### src/hdl/trimmed_mean_jump_reset_smoother_unit_defines.svh
`ifndef TRIMMED_MEAN_JUMP_RESET_SMOOTHER_UNIT_DEFINES_SVH
`define TRIMMED_MEAN_JUMP_RESET_SMOOTHER_UNIT_DEFINES_SVH

// Same-cycle implication, sampled on clk, off while rst_n is low.
`define TMJRS_ASSERT_NOW(label, ante, cons, msg) \
  label: assert property (@(posedge clk) disable iff (!rst_n) (ante) |-> (cons)) \
    else $error(msg);

// Next-cycle implication, sampled on clk, off while rst_n is low.
`define TMJRS_ASSERT_NEXT(label, ante, cons, msg) \
  label: assert property (@(posedge clk) disable iff (!rst_n) (ante) |=> (cons)) \
    else $error(msg);

`endif

### src/hdl/tmjrs_pkg.sv
`default_nettype none

package tmjrs_pkg;

  localparam int SampleW  = 12;
  localparam int SumW     = 16;
  localparam int AccW     = 18;
  localparam int CntW     = 4;
  localparam int BatchLen = 10;
  localparam int TrimDiv  = 8;
  localparam int Coe      = 8;
  localparam int ThrReset = 60;

  localparam logic [CntW-1:0]    LastIdx   = CntW'(BatchLen - 1);
  localparam logic [SampleW-1:0] SampleMax = '1;
  localparam logic [SumW-1:0]    TrimDivS  = SumW'(TrimDiv);
  localparam logic [AccW-1:0]    CoeA      = AccW'(Coe);
  localparam logic [AccW-1:0]    AccMax    = AccW'(Coe * 4096 - 1);
  localparam logic [SampleW-1:0] ThrInit   = SampleW'(ThrReset);

  // Statistics of one finished batch, handed from the collector to the averager.
  typedef struct packed {
    logic               valid;
    logic [SumW-1:0]    sum;
    logic [SampleW-1:0] max;
    logic [SampleW-1:0] min;
  } tmjrs_batch_t;

endpackage

`default_nettype wire

### src/hdl/tmjrs_in_if.sv
`default_nettype none

interface tmjrs_in_if;
  logic                          valid;
  logic                          ready;
  logic [tmjrs_pkg::SampleW-1:0] sample;

  modport source (output valid, output sample, input ready);
  modport sink   (input valid, input sample, output ready);
endinterface

`default_nettype wire

### src/hdl/tmjrs_out_if.sv
`default_nettype none

interface tmjrs_out_if;
  logic                          valid;
  logic                          ready;
  logic [tmjrs_pkg::SampleW-1:0] smoothed;
  logic [tmjrs_pkg::SampleW-1:0] trimmed_mean;

  modport source (output valid, output smoothed, output trimmed_mean, input ready);
  modport sink   (input valid, input smoothed, input trimmed_mean, output ready);
endinterface

`default_nettype wire

### src/hdl/tmjrs_cfg_if.sv
`default_nettype none

interface tmjrs_cfg_if;
  logic                          valid;
  logic                          ready;
  logic [tmjrs_pkg::SampleW-1:0] data;

  modport source (output valid, output data, input ready);
  modport sink   (input valid, input data, output ready);
endinterface

`default_nettype wire

### src/hdl/trimmed_mean_jump_reset_smoother_unit.sv
// Trimmed-mean smoother for 12-bit converter samples. One sample is taken per clock while
// in_ch.ready is high; every tenth sample closes a batch, whose sum less its largest and
// smallest sample, divided by eight, is the trimmed mean. That mean drives a moving average
// held as eight times the average: the first batch after reset loads it, a mean further than
// the threshold from the average reloads it, and otherwise it moves by mean minus average.
// One transaction per batch carries smoothed and trimmed_mean, registered first in the batch
// register and then in the result register. in_ch.ready drops only while a finished batch
// waits behind a result that the sink has not taken. The threshold (reset 60) is written
// over the cfg channel, which is always ready, and should change only while idle.
`default_nettype none

module trimmed_mean_jump_reset_smoother_unit (
  input  wire logic     clk,
  input  wire logic     rst_n,
  tmjrs_in_if.sink      in_ch,
  tmjrs_cfg_if.sink     cfg_ch,
  tmjrs_out_if.source   out_ch
);

  tmjrs_pkg::tmjrs_batch_t done;
  logic                    done_ready;

  tmjrs_batch u_batch (
    .clk        (clk),
    .rst_n      (rst_n),
    .in_ch      (in_ch),
    .done       (done),
    .done_ready (done_ready)
  );

  tmjrs_avg u_avg (
    .clk        (clk),
    .rst_n      (rst_n),
    .done       (done),
    .done_ready (done_ready),
    .cfg_ch     (cfg_ch),
    .out_ch     (out_ch)
  );

endmodule

`default_nettype wire

### src/hdl/tmjrs_batch.sv
`default_nettype none

`include "trimmed_mean_jump_reset_smoother_unit_defines.svh"

module tmjrs_batch (
  input  wire logic                    clk,
  input  wire logic                    rst_n,
  tmjrs_in_if.sink                     in_ch,
  output tmjrs_pkg::tmjrs_batch_t      done,
  input  wire logic                    done_ready
);

  logic [tmjrs_pkg::CntW-1:0]    count_r, count_nxt;
  logic [tmjrs_pkg::SumW-1:0]    sum_r, sum_nxt, sum_acc;
  logic [tmjrs_pkg::SampleW-1:0] max_r, max_nxt, max_acc;
  logic [tmjrs_pkg::SampleW-1:0] min_r, min_nxt, min_acc;
  tmjrs_pkg::tmjrs_batch_t       done_r, done_nxt;
  logic                          accept;
  logic                          last;

  assign in_ch.ready = !done_r.valid || done_ready;
  assign accept      = in_ch.valid && in_ch.ready;
  assign last        = (count_r == tmjrs_pkg::LastIdx);
  assign done        = done_r;

  always_comb begin
    sum_acc = sum_r + tmjrs_pkg::SumW'(in_ch.sample);
    max_acc = (in_ch.sample > max_r) ? in_ch.sample : max_r;
    min_acc = (in_ch.sample < min_r) ? in_ch.sample : min_r;

    count_nxt = count_r;
    sum_nxt   = sum_r;
    max_nxt   = max_r;
    min_nxt   = min_r;
    done_nxt  = done_r;

    if (done_ready) begin
      done_nxt.valid = 1'b0;
    end

    if (accept) begin
      if (last) begin
        // Hand the finished batch on and start a fresh one.
        done_nxt.valid = 1'b1;
        done_nxt.sum   = sum_acc;
        done_nxt.max   = max_acc;
        done_nxt.min   = min_acc;
        count_nxt      = '0;
        sum_nxt        = '0;
        max_nxt        = '0;
        min_nxt        = tmjrs_pkg::SampleMax;
      end else begin
        count_nxt = count_r + 1'b1;
        sum_nxt   = sum_acc;
        max_nxt   = max_acc;
        min_nxt   = min_acc;
      end
    end
  end

  always_ff @(posedge clk) begin
    if (!rst_n) begin
      count_r <= '0;
      sum_r   <= '0;
      max_r   <= '0;
      min_r   <= tmjrs_pkg::SampleMax;
      done_r  <= '0;
    end else begin
      count_r <= count_nxt;
      sum_r   <= sum_nxt;
      max_r   <= max_nxt;
      min_r   <= min_nxt;
      done_r  <= done_nxt;
    end
  end

  `TMJRS_ASSERT_NOW(a_count_range, 1'b1, count_r <= tmjrs_pkg::LastIdx,
    "batch count ran past the batch length")
  `TMJRS_ASSERT_NEXT(a_batch_done, accept && last, done_r.valid && count_r == '0,
    "tenth sample did not close the batch")
  `TMJRS_ASSERT_NOW(a_extremes, count_r != '0, max_r >= min_r,
    "batch maximum below batch minimum")

endmodule

`default_nettype wire

### src/hdl/tmjrs_avg.sv
`default_nettype none

`include "trimmed_mean_jump_reset_smoother_unit_defines.svh"

module tmjrs_avg (
  input  wire logic                    clk,
  input  wire logic                    rst_n,
  input  tmjrs_pkg::tmjrs_batch_t      done,
  output logic                         done_ready,
  tmjrs_cfg_if.sink                    cfg_ch,
  tmjrs_out_if.source                  out_ch
);

  logic [tmjrs_pkg::SampleW-1:0] thr_r, thr_nxt;
  logic [tmjrs_pkg::AccW-1:0]    acc_r, acc_nxt;
  logic                          primed_r, primed_nxt;
  logic                          out_valid_r, out_valid_nxt;
  logic [tmjrs_pkg::SampleW-1:0] smoothed_r, smoothed_nxt;
  logic [tmjrs_pkg::SampleW-1:0] mean_r, mean_nxt;

  logic [tmjrs_pkg::SumW-1:0]    trim;
  logic [tmjrs_pkg::SampleW-1:0] mean;
  logic [tmjrs_pkg::AccW-1:0]    avg_full;
  logic [tmjrs_pkg::SampleW-1:0] avg;
  logic [tmjrs_pkg::SampleW-1:0] diff;
  logic [tmjrs_pkg::AccW-1:0]    acc_load;
  logic [tmjrs_pkg::AccW-1:0]    acc_move;
  logic [tmjrs_pkg::AccW-1:0]    acc_new;
  logic [tmjrs_pkg::AccW-1:0]    smooth_full;
  logic                          take;

  assign cfg_ch.ready = 1'b1;
  assign done_ready   = !out_valid_r || out_ch.ready;
  assign take         = done.valid && done_ready;

  assign out_ch.valid        = out_valid_r;
  assign out_ch.smoothed     = smoothed_r;
  assign out_ch.trimmed_mean = mean_r;

  always_comb begin
    // Drop one copy of each extreme; the rest stays below 2^15.
    trim     = done.sum - tmjrs_pkg::SumW'(done.max) - tmjrs_pkg::SumW'(done.min);
    mean     = tmjrs_pkg::SampleW'(trim / tmjrs_pkg::TrimDivS);
    avg_full = acc_r / tmjrs_pkg::CoeA;
    avg      = avg_full[tmjrs_pkg::SampleW-1:0];
    diff     = (mean > avg) ? (mean - avg) : (avg - mean);
    acc_load = tmjrs_pkg::AccW'(mean) * tmjrs_pkg::CoeA;
    acc_move = acc_r + tmjrs_pkg::AccW'(mean) - tmjrs_pkg::AccW'(avg);
    acc_new  = (!primed_r || diff > thr_r) ? acc_load : acc_move;
    smooth_full = acc_new / tmjrs_pkg::CoeA;

    thr_nxt       = (cfg_ch.valid) ? cfg_ch.data : thr_r;
    acc_nxt       = acc_r;
    primed_nxt    = primed_r;
    out_valid_nxt = out_valid_r;
    smoothed_nxt  = smoothed_r;
    mean_nxt      = mean_r;

    if (take) begin
      acc_nxt       = acc_new;
      primed_nxt    = 1'b1;
      out_valid_nxt = 1'b1;
      smoothed_nxt  = smooth_full[tmjrs_pkg::SampleW-1:0];
      mean_nxt      = mean;
    end else if (out_ch.ready) begin
      out_valid_nxt = 1'b0;
    end
  end

  always_ff @(posedge clk) begin
    if (!rst_n) begin
      thr_r       <= tmjrs_pkg::ThrInit;
      acc_r       <= '0;
      primed_r    <= 1'b0;
      out_valid_r <= 1'b0;
    end else begin
      thr_r       <= thr_nxt;
      acc_r       <= acc_nxt;
      primed_r    <= primed_nxt;
      out_valid_r <= out_valid_nxt;
    end
  end

  always_ff @(posedge clk) begin
    smoothed_r <= smoothed_nxt;
    mean_r     <= mean_nxt;
  end

  `TMJRS_ASSERT_NOW(a_acc_range, 1'b1, acc_r <= tmjrs_pkg::AccMax,
    "average accumulator out of range")
  `TMJRS_ASSERT_NEXT(a_first_load, take && !primed_r,
    primed_r && out_valid_r && smoothed_r == mean_r,
    "first batch did not load the average from its mean")

endmodule

`default_nettype wire
### src/flat_wrapper.sv
// flat-port wrapper written by rule: the top's interface ports become plain ports
module trimmed_mean_jump_reset_smoother_unit_flat 
  (clk, rst_n, in_ch_valid, in_ch_sample, in_ch_ready, cfg_ch_valid, cfg_ch_data, cfg_ch_ready, out_ch_valid, out_ch_smoothed, out_ch_trimmed_mean, out_ch_ready);
  tmjrs_in_if in_ch_i ();
  tmjrs_cfg_if cfg_ch_i ();
  tmjrs_out_if out_ch_i ();
  input  wire logic clk;
  input  wire logic rst_n;
  input wire logic [$bits(in_ch_i.valid)-1:0] in_ch_valid;
  input wire logic [$bits(in_ch_i.sample)-1:0] in_ch_sample;
  output wire logic [$bits(in_ch_i.ready)-1:0] in_ch_ready;
  input wire logic [$bits(cfg_ch_i.valid)-1:0] cfg_ch_valid;
  input wire logic [$bits(cfg_ch_i.data)-1:0] cfg_ch_data;
  output wire logic [$bits(cfg_ch_i.ready)-1:0] cfg_ch_ready;
  output wire logic [$bits(out_ch_i.valid)-1:0] out_ch_valid;
  output wire logic [$bits(out_ch_i.smoothed)-1:0] out_ch_smoothed;
  output wire logic [$bits(out_ch_i.trimmed_mean)-1:0] out_ch_trimmed_mean;
  input wire logic [$bits(out_ch_i.ready)-1:0] out_ch_ready;
  assign in_ch_i.valid = in_ch_valid;
  assign in_ch_i.sample = in_ch_sample;
  assign in_ch_ready = in_ch_i.ready;
  assign cfg_ch_i.valid = cfg_ch_valid;
  assign cfg_ch_i.data = cfg_ch_data;
  assign cfg_ch_ready = cfg_ch_i.ready;
  assign out_ch_valid = out_ch_i.valid;
  assign out_ch_smoothed = out_ch_i.smoothed;
  assign out_ch_trimmed_mean = out_ch_i.trimmed_mean;
  assign out_ch_i.ready = out_ch_ready;
  trimmed_mean_jump_reset_smoother_unit u_core (.clk(clk), .rst_n(rst_n), .in_ch(in_ch_i), .cfg_ch(cfg_ch_i), .out_ch(out_ch_i));
endmodule
### config.mk
export PLATFORM = sky130hd
export DESIGN_NAME = trimmed_mean_jump_reset_smoother_unit_flat
export DESIGN_NICKNAME = d
export VERILOG_FILES = /design/src/hdl/tmjrs_pkg.sv /design/src/hdl/tmjrs_in_if.sv /design/src/hdl/tmjrs_out_if.sv /design/src/hdl/tmjrs_cfg_if.sv /design/src/hdl/trimmed_mean_jump_reset_smoother_unit.sv /design/src/hdl/tmjrs_batch.sv /design/src/hdl/tmjrs_avg.sv /design/src/flat_wrapper.sv
export VERILOG_INCLUDE_DIRS = /design/src /design/src/hdl
export SDC_FILE = /design/constraint.sdc
export NUM_CORES = 1
export LEC_CHECK = 0
export ABC_AREA = 0
export BUFFER_PORTS_ARGS = -buffer_cell sky130_fd_sc_hd__buf_2
export CAP_MARGIN = 30
export CORE_UTILIZATION = 30
export CTS_CLUSTER_DIAMETER = 200
export DETAILED_ROUTE_END_ITERATION = 10
export SLEW_MARGIN = 20
export SYNTH_ARGS = -nofsm -noshare
export SYNTH_HDL_FRONTEND = slang
export SYNTH_SLANG_ARGS = --single-unit
### constraint.sdc
create_clock -name clk -period 16.8 [get_ports clk]
set_clock_uncertainty 0.1 [all_clocks]
set_input_delay 3.36 -clock clk [delete_from_list [all_inputs] [get_ports clk]]
set_output_delay 3.36 -clock clk [all_outputs]
set_load 0.005 [all_outputs]
Word-level counts from Yosys, hierarchy flattened
Index checks and enable logic that the tools add are counted.
{"block": "word_totals", "ff_bits": 141, "in_bits": 29, "output_inout_bits": 27, "elab_cells": 50}
{"block": "op_classes", "n_addsub": 8, "magnitude_cmp": 4, "n_eq_ne": 1, "n_mux": 13, "reduce_logical": 10}
{"op": "41-bit two-way mux", "count": 2}
{"op": "12-bit two-way mux", "count": 5}
{"op": "12-bit greater-than comparator", "count": 3}
{"op": "15-bit by 12-bit subtractor with 15-bit output", "count": 2}
{"op": "12-bit subtractor", "count": 2}
{"op": "18-bit by 12-bit adder with 18-bit output", "count": 1}
{"op": "18-bit two-way mux", "count": 1}
{"op": "18-bit by 12-bit subtractor with 18-bit output", "count": 1}
{"op": "16-bit by 12-bit adder with 16-bit output", "count": 1}
{"op": "16-bit two-way mux", "count": 1}
{"op": "12-bit less-than comparator", "count": 1}
{"op": "4-bit by 1-bit adder with 4-bit output (second input constant)", "count": 1}
{"op": "4-bit equality test (second input constant)", "count": 1}
{"op": "4-bit two-way mux", "count": 1}
{"op": "1-bit zero test", "count": 3}
{"op": "1-bit logical OR", "count": 3}
{"op": "1-bit two-way mux", "count": 3}
{"op": "1-bit logical AND", "count": 2}
{"op": "2-bit AND reduction", "count": 1}
{"op": "2-bit nonzero test", "count": 1}

Depth between registers and ports, before layout
{"block": "depth", "depth_word": 7, "ltp_mapped": 29, "ltp_nobuf": 26}

Hierarchy
Synthesis repeated with hierarchy kept, for this count alone.
{"block": "unflattened", "hier_cells": 1044, "hier_area_um2": 9437.8}
{"module": "tmjrs_avg", "n_inst": 1, "cells_per_inst": 538, "area_per_inst_um2": 4922.2, "seq_area_each_um2": 1301.2}
{"module": "tmjrs_batch", "n_inst": 1, "cells_per_inst": 506, "area_per_inst_um2": 4515.6, "seq_area_each_um2": 1701.6}

Least setup slack after synthesis
OpenSTA, ideal clock, no wires.
{"block": "synth_path", "path_type": "input to output", "startpoint": "input port out_ch_ready", "endpoint": "output port in_ch_ready", "arrival_time_ns": 3.588, "t_required_ns": 13.340, "slack_ns": 9.752, "path_stages": 2, "path_buffers": 0, "cell_sequence": "nor2b_1 > nand2_1"}
{"block": "synth_via", "elab_chain_len": 2}
{"element": "start: declaration", "line_no": "flat_wrapper.sv:18", "rtl": "input wire logic [$bits(out_ch_i.ready)-1:0] out_ch_ready;"}
{"element": "1-bit logical OR", "line_no": "tmjrs_avg.sv:33", "rtl": "assign done_ready = !out_valid_r || out_ch.ready;"}
{"element": "1-bit logical OR", "line_no": "tmjrs_batch.sv:21", "rtl": "assign in_ch.ready = !done_r.valid || done_ready;"}
{"element": "end: declaration", "line_no": "flat_wrapper.sv:11", "rtl": "output wire logic [$bits(in_ch_i.ready)-1:0] in_ch_ready;"}
Every way passes these cells.

Worst setup path after layout
Ends and elaborated chain as after synthesis.

==> flow_metrics.env <==
export IMPL_status="complete, no violations"
export IMPL_critical_path_top_cell_by_count="buf_2"
export IMPL_vias_per_cell=5.10
export IMPL_cp_cell_sequence="buf_2 -> nor2b_1 -> nand2_1 -> buf_2"
export IMPL_synth_async_reset_ratio_pct=0
export IMPL_drt_antenna_violating_nets=0
export IMPL_clkLatencyLatePin_ns=0.43
export IMPL_synth_top_area_share_pct=23.9
export IMPL_ys_ff_latch=136
export IMPL_synth_area_sq_um=9370
export IMPL_max_slew_worst_pin_slew_ns=0.823
export IMPL_clock_tree_root_cell="clkbuf_16"
export IMPL_grt_antenna_before_repair=0
export IMPL_max_slew_margin_pct=45.0
export IMPL_clock_sinks=136
export IMPL_power_density_nw_per_um2=76.8
export IMPL_cts_inserted_buffers=17
export IMPL_post_dp_hpwl_microns=17600
export IMPL_die_h_microns=179
export IMPL_clk_pin_slew_worst_paths_ns=0.06
export IMPL_floorplan_initialDensity_pct=30.5
export IMPL_global_route_overflow=0
export IMPL_cp_top_family="simple AND/OR/NAND/NOR gates"
export IMPL_synth_cells=1071
export IMPL_yosys_warning_count=0
export IMPL_worstPathBufferInverterCount=2
export IMPL_diodes=0
export IMPL_gp_routability_congestion=0.861
export IMPL_hp_class="flop to flop"
export IMPL_ctsResizeCount=0
export IMPL_synth_top_cell_by_area="dfxtp_1"
export IMPL_drt_iter0_markers=471
export IMPL_setup_violations=0
export IMPL_vias=7731
export IMPL_port_buffers=54
export IMPL_cts_post_setup_buffers_inserted=0
export IMPL_fp_dieArea_sq_um=31900
export IMPL_power_total_mw=0.809
export IMPL_maxCapViolCount=0
export IMPL_startpoint_class="input pin"
export IMPL_critical_path_peak_fanout=4
export IMPL_synthesis_area_per_instance_sq_um=8.75
export IMPL_postRouteWirelength_microns=23500
export IMPL_longest_clk_path_bufs=2
export IMPL_netlist_cell_type_count=69
export IMPL_period_share_pct=43.5
export IMPL_timing_critical_path_slowest_cell_delay_ns=0.14
export IMPL_synth_net_count=1223
export IMPL_drc=0
export IMPL_pin_count_of_the_biggest_net_entering_global_routing=48
export IMPL_cellLeakagePower_nw=4.47
export IMPL_via_count_of_the_first_global_routing_pass=7478
export IMPL_count_of_flip_flops_with_a_built_in_enable_after_synthesis=24
export IMPL_ir_worst_vdd_mv=0.0723
export IMPL_layout_cells_excl_fill=1515
export IMPL_nFillCells=3181
export IMPL_cp_end_kind="output pin"
export IMPL_post_route_util_pct=34.3
export IMPL_worst_setup_path_type="input pin to output pin"
export IMPL_ctsHtreeMaxLevel=4
export IMPL_max_freq_mhz=137
export IMPL_synth_top_cells_by_area="dfxtp_1 (24%), ha_1 (13%), edfxtp_1 (7.7%)"
export IMPL_global_route_wire_length_before_repair_microns=38500
export IMPL_postSynth_topFlopCell="dfxtp_1"
export IMPL_grt_total_usage_pct=15.5
export IMPL_final_setup_tns_ns=0
export IMPL_grt_setup_unrepaired="false"
export IMPL_finalWorstPathRequiredPeriod_ns=7.31
export IMPL_cp_data_arrival_time_ns=3.85
export IMPL_worst_endpoint_required_ns=13.34
export IMPL_die_wd_microns=179
export IMPL_boundaryPins=56
export IMPL_final_layout_size_suffix_gt1_share_pct=11.3
export IMPL_cell_at_the_slowest_stage_of_the_critical_path="nor2b_1"
export IMPL_tritoncts="done"
export IMPL_cts_hold_buffers_added=0
export IMPL_num_rows=64
export IMPL_post_drt_wl_per_cell_microns=15.5
export IMPL_drv_slew=0
export IMPL_placeableCoreArea_sq_um=30700
export IMPL_drtPass1Iterations=4
export IMPL_area_growth_syn_to_layout_pct=12.4
export IMPL_timing_final_hold_violations=0
export IMPL_sequential_element_share_of_the_synthesized_area_pct=31.6
export IMPL_dp_cell_count=1484
export IMPL_nNetsFinal=1259
worst paths after layout:
kind	end	cells after the start	start	slack, ns
worst max-delay path	in_ch_ready	4	out_ch_ready	9.49
worst min-delay path	u_core.u_avg.acc_r[0]	2	u_core.u_avg.acc_r[0]	0.36
worst max register to register	u_core.u_avg.acc_r[5]	25	u_core.u_batch.done[0]	9.55
worst min register to register	u_core.u_avg.acc_r[0]	2	u_core.u_avg.acc_r[0]	0.36
layout by cell type, fill, tap and decap left out, types with 7 or more instances in the layout:
master,Yosys,routed
dfxtp_1,112,112
inv_1,103,102
nor2_1,101,100
ha_1,97,97
a21oi_1,82,82
nand2_1,74,74
o21ai_0,59,59
buf_2,10,54
nand3_1,39,39
mux2i_1,32,32
fa_1,26,26
xnor2_1,24,24
edfxtp_1,24,24
nor3_1,24,23
xor2_1,19,19
a21o_1,18,18
clkbuf_16,0,17
a311oi_1,14,14
a311o_1,14,14
nor2b_1,12,12
o211ai_1,12,12
o221a_2,12,12
a211oi_1,11,11
o21a_1,11,11
buf_4,3,11
nand4_1,7,7
clkinv_2,0,7
cell families after synthesis:
logic type | count (synthesis) | share of synthesized area [%]
compound gates | 292 | 21.4
xor+xnor | 43 | 4.02
fa+ha+maj | 123 | 18.5
buf+inv | 152 | 6.50
flops | 136 | 31.6
mux | 34 | 3.66
other cells | 1 | 0.0400
simple gates | 290 | 14.2
worst register-to-register path, delay by kind of cell, from the launching register on:
kind            cells  cell delay [ns]
buf+inv             3             0.49
flops               1             0.32
fa+ha+maj           4             1.47
xor+xnor            2             0.49
mux                 2             0.77
simple gates        8             1.81
compound gates      6             1.68
where the power goes:
| part | internal (mW) | switching (mW) | total, mW | leakage (nW) |
|---|---|---|---|---|
| Clock | 0.195 | 0.150 | 0.345 | 0.273 |
| Combinational | 0.0437 | 0.0704 | 0.114 | 3.07 |
| Sequential | 0.342 | 0.00817 | 0.350 | 1.13 |
| Total | 0.581 | 0.229 | 0.809 | 4.47 |
Yosys cell counts (4+ instances only):
master	instances
nor3_1	24
a211o_1	5
nor2b_1	12
o21a_1	11
nor2_1	101
inv_1	103
fa_1	26
or3_1	4
mux2i_1	32
nand2b_1	6
buf_2	10
xnor2_1	24
o221a_2	12
buf_1	4
a311o_1	14
o21bai_1	5
a21oi_1	82
a211oi_1	11
xor2_1	19
o21ai_1	6
nand2_1	74
a311oi_1	14
o211a_1	5
a31oi_1	4
and3_1	6
o21ai_0	59
dfxtp_1	112
clkbuf_1	29
ha_1	97
nand4_1	7
nand3_1	39
a21o_1	18
o31ai_1	5
edfxtp_1	24
a22o_1	4
o211ai_1	12
flip-flops by register name (all words and copies together), names as in the netlist:
name	flops
u_core.u_batch.done	40
u_core.u_avg.acc_r	15
u_core.u_batch.sum_r	15
u_core.u_avg.out_ch.smoothed	12
u_core.u_avg.out_ch.trimmed_mean	12
u_core.u_avg.thr_r	12
u_core.u_batch.max_r	12
u_core.u_batch.min_r	12
u_core.u_batch.count_r	4
u_core.u_avg.out_ch.valid	1
u_core.u_avg.primed_r	1
area by class of cell:
type,instances,area (sq um),share of cell area [%]
Inverter,104,390,3.71
Timing Repair Buffer,65,353,3.35
Multi-Input combinational cell,783,5800,55.1
Sequential cell,136,2960,28.1
Tap cell,396,495,4.70
Clock inverter,12,76.3,0.725
Clock buffer,19,453,4.30
stage by stage:
stage / area [sq um] / setup WS, ns / hold WS (ns)
after floorplan: 9370 / 9.75 / 0.329
after global placement: 10000 / 9.48 / 0.343
after detailed placement: 10000 / 9.48 / 0.352
after CTS: 10500 / 9.48 / 0.361
after global routing: 10500 / 9.00 / 0.393
final: 10500 / 9.49 / 0.356
routing by layer:
metal	vias up	global-route usage, %	share of wire, %
li1	3881	-	-
met2	169	25.1	46
met5	-	0	0
met1	3662	20.8	49
met4	0	3.71	1.1
met3	19	3.41	4.0
Note: power is estimated with default switching activity, not from simulation.
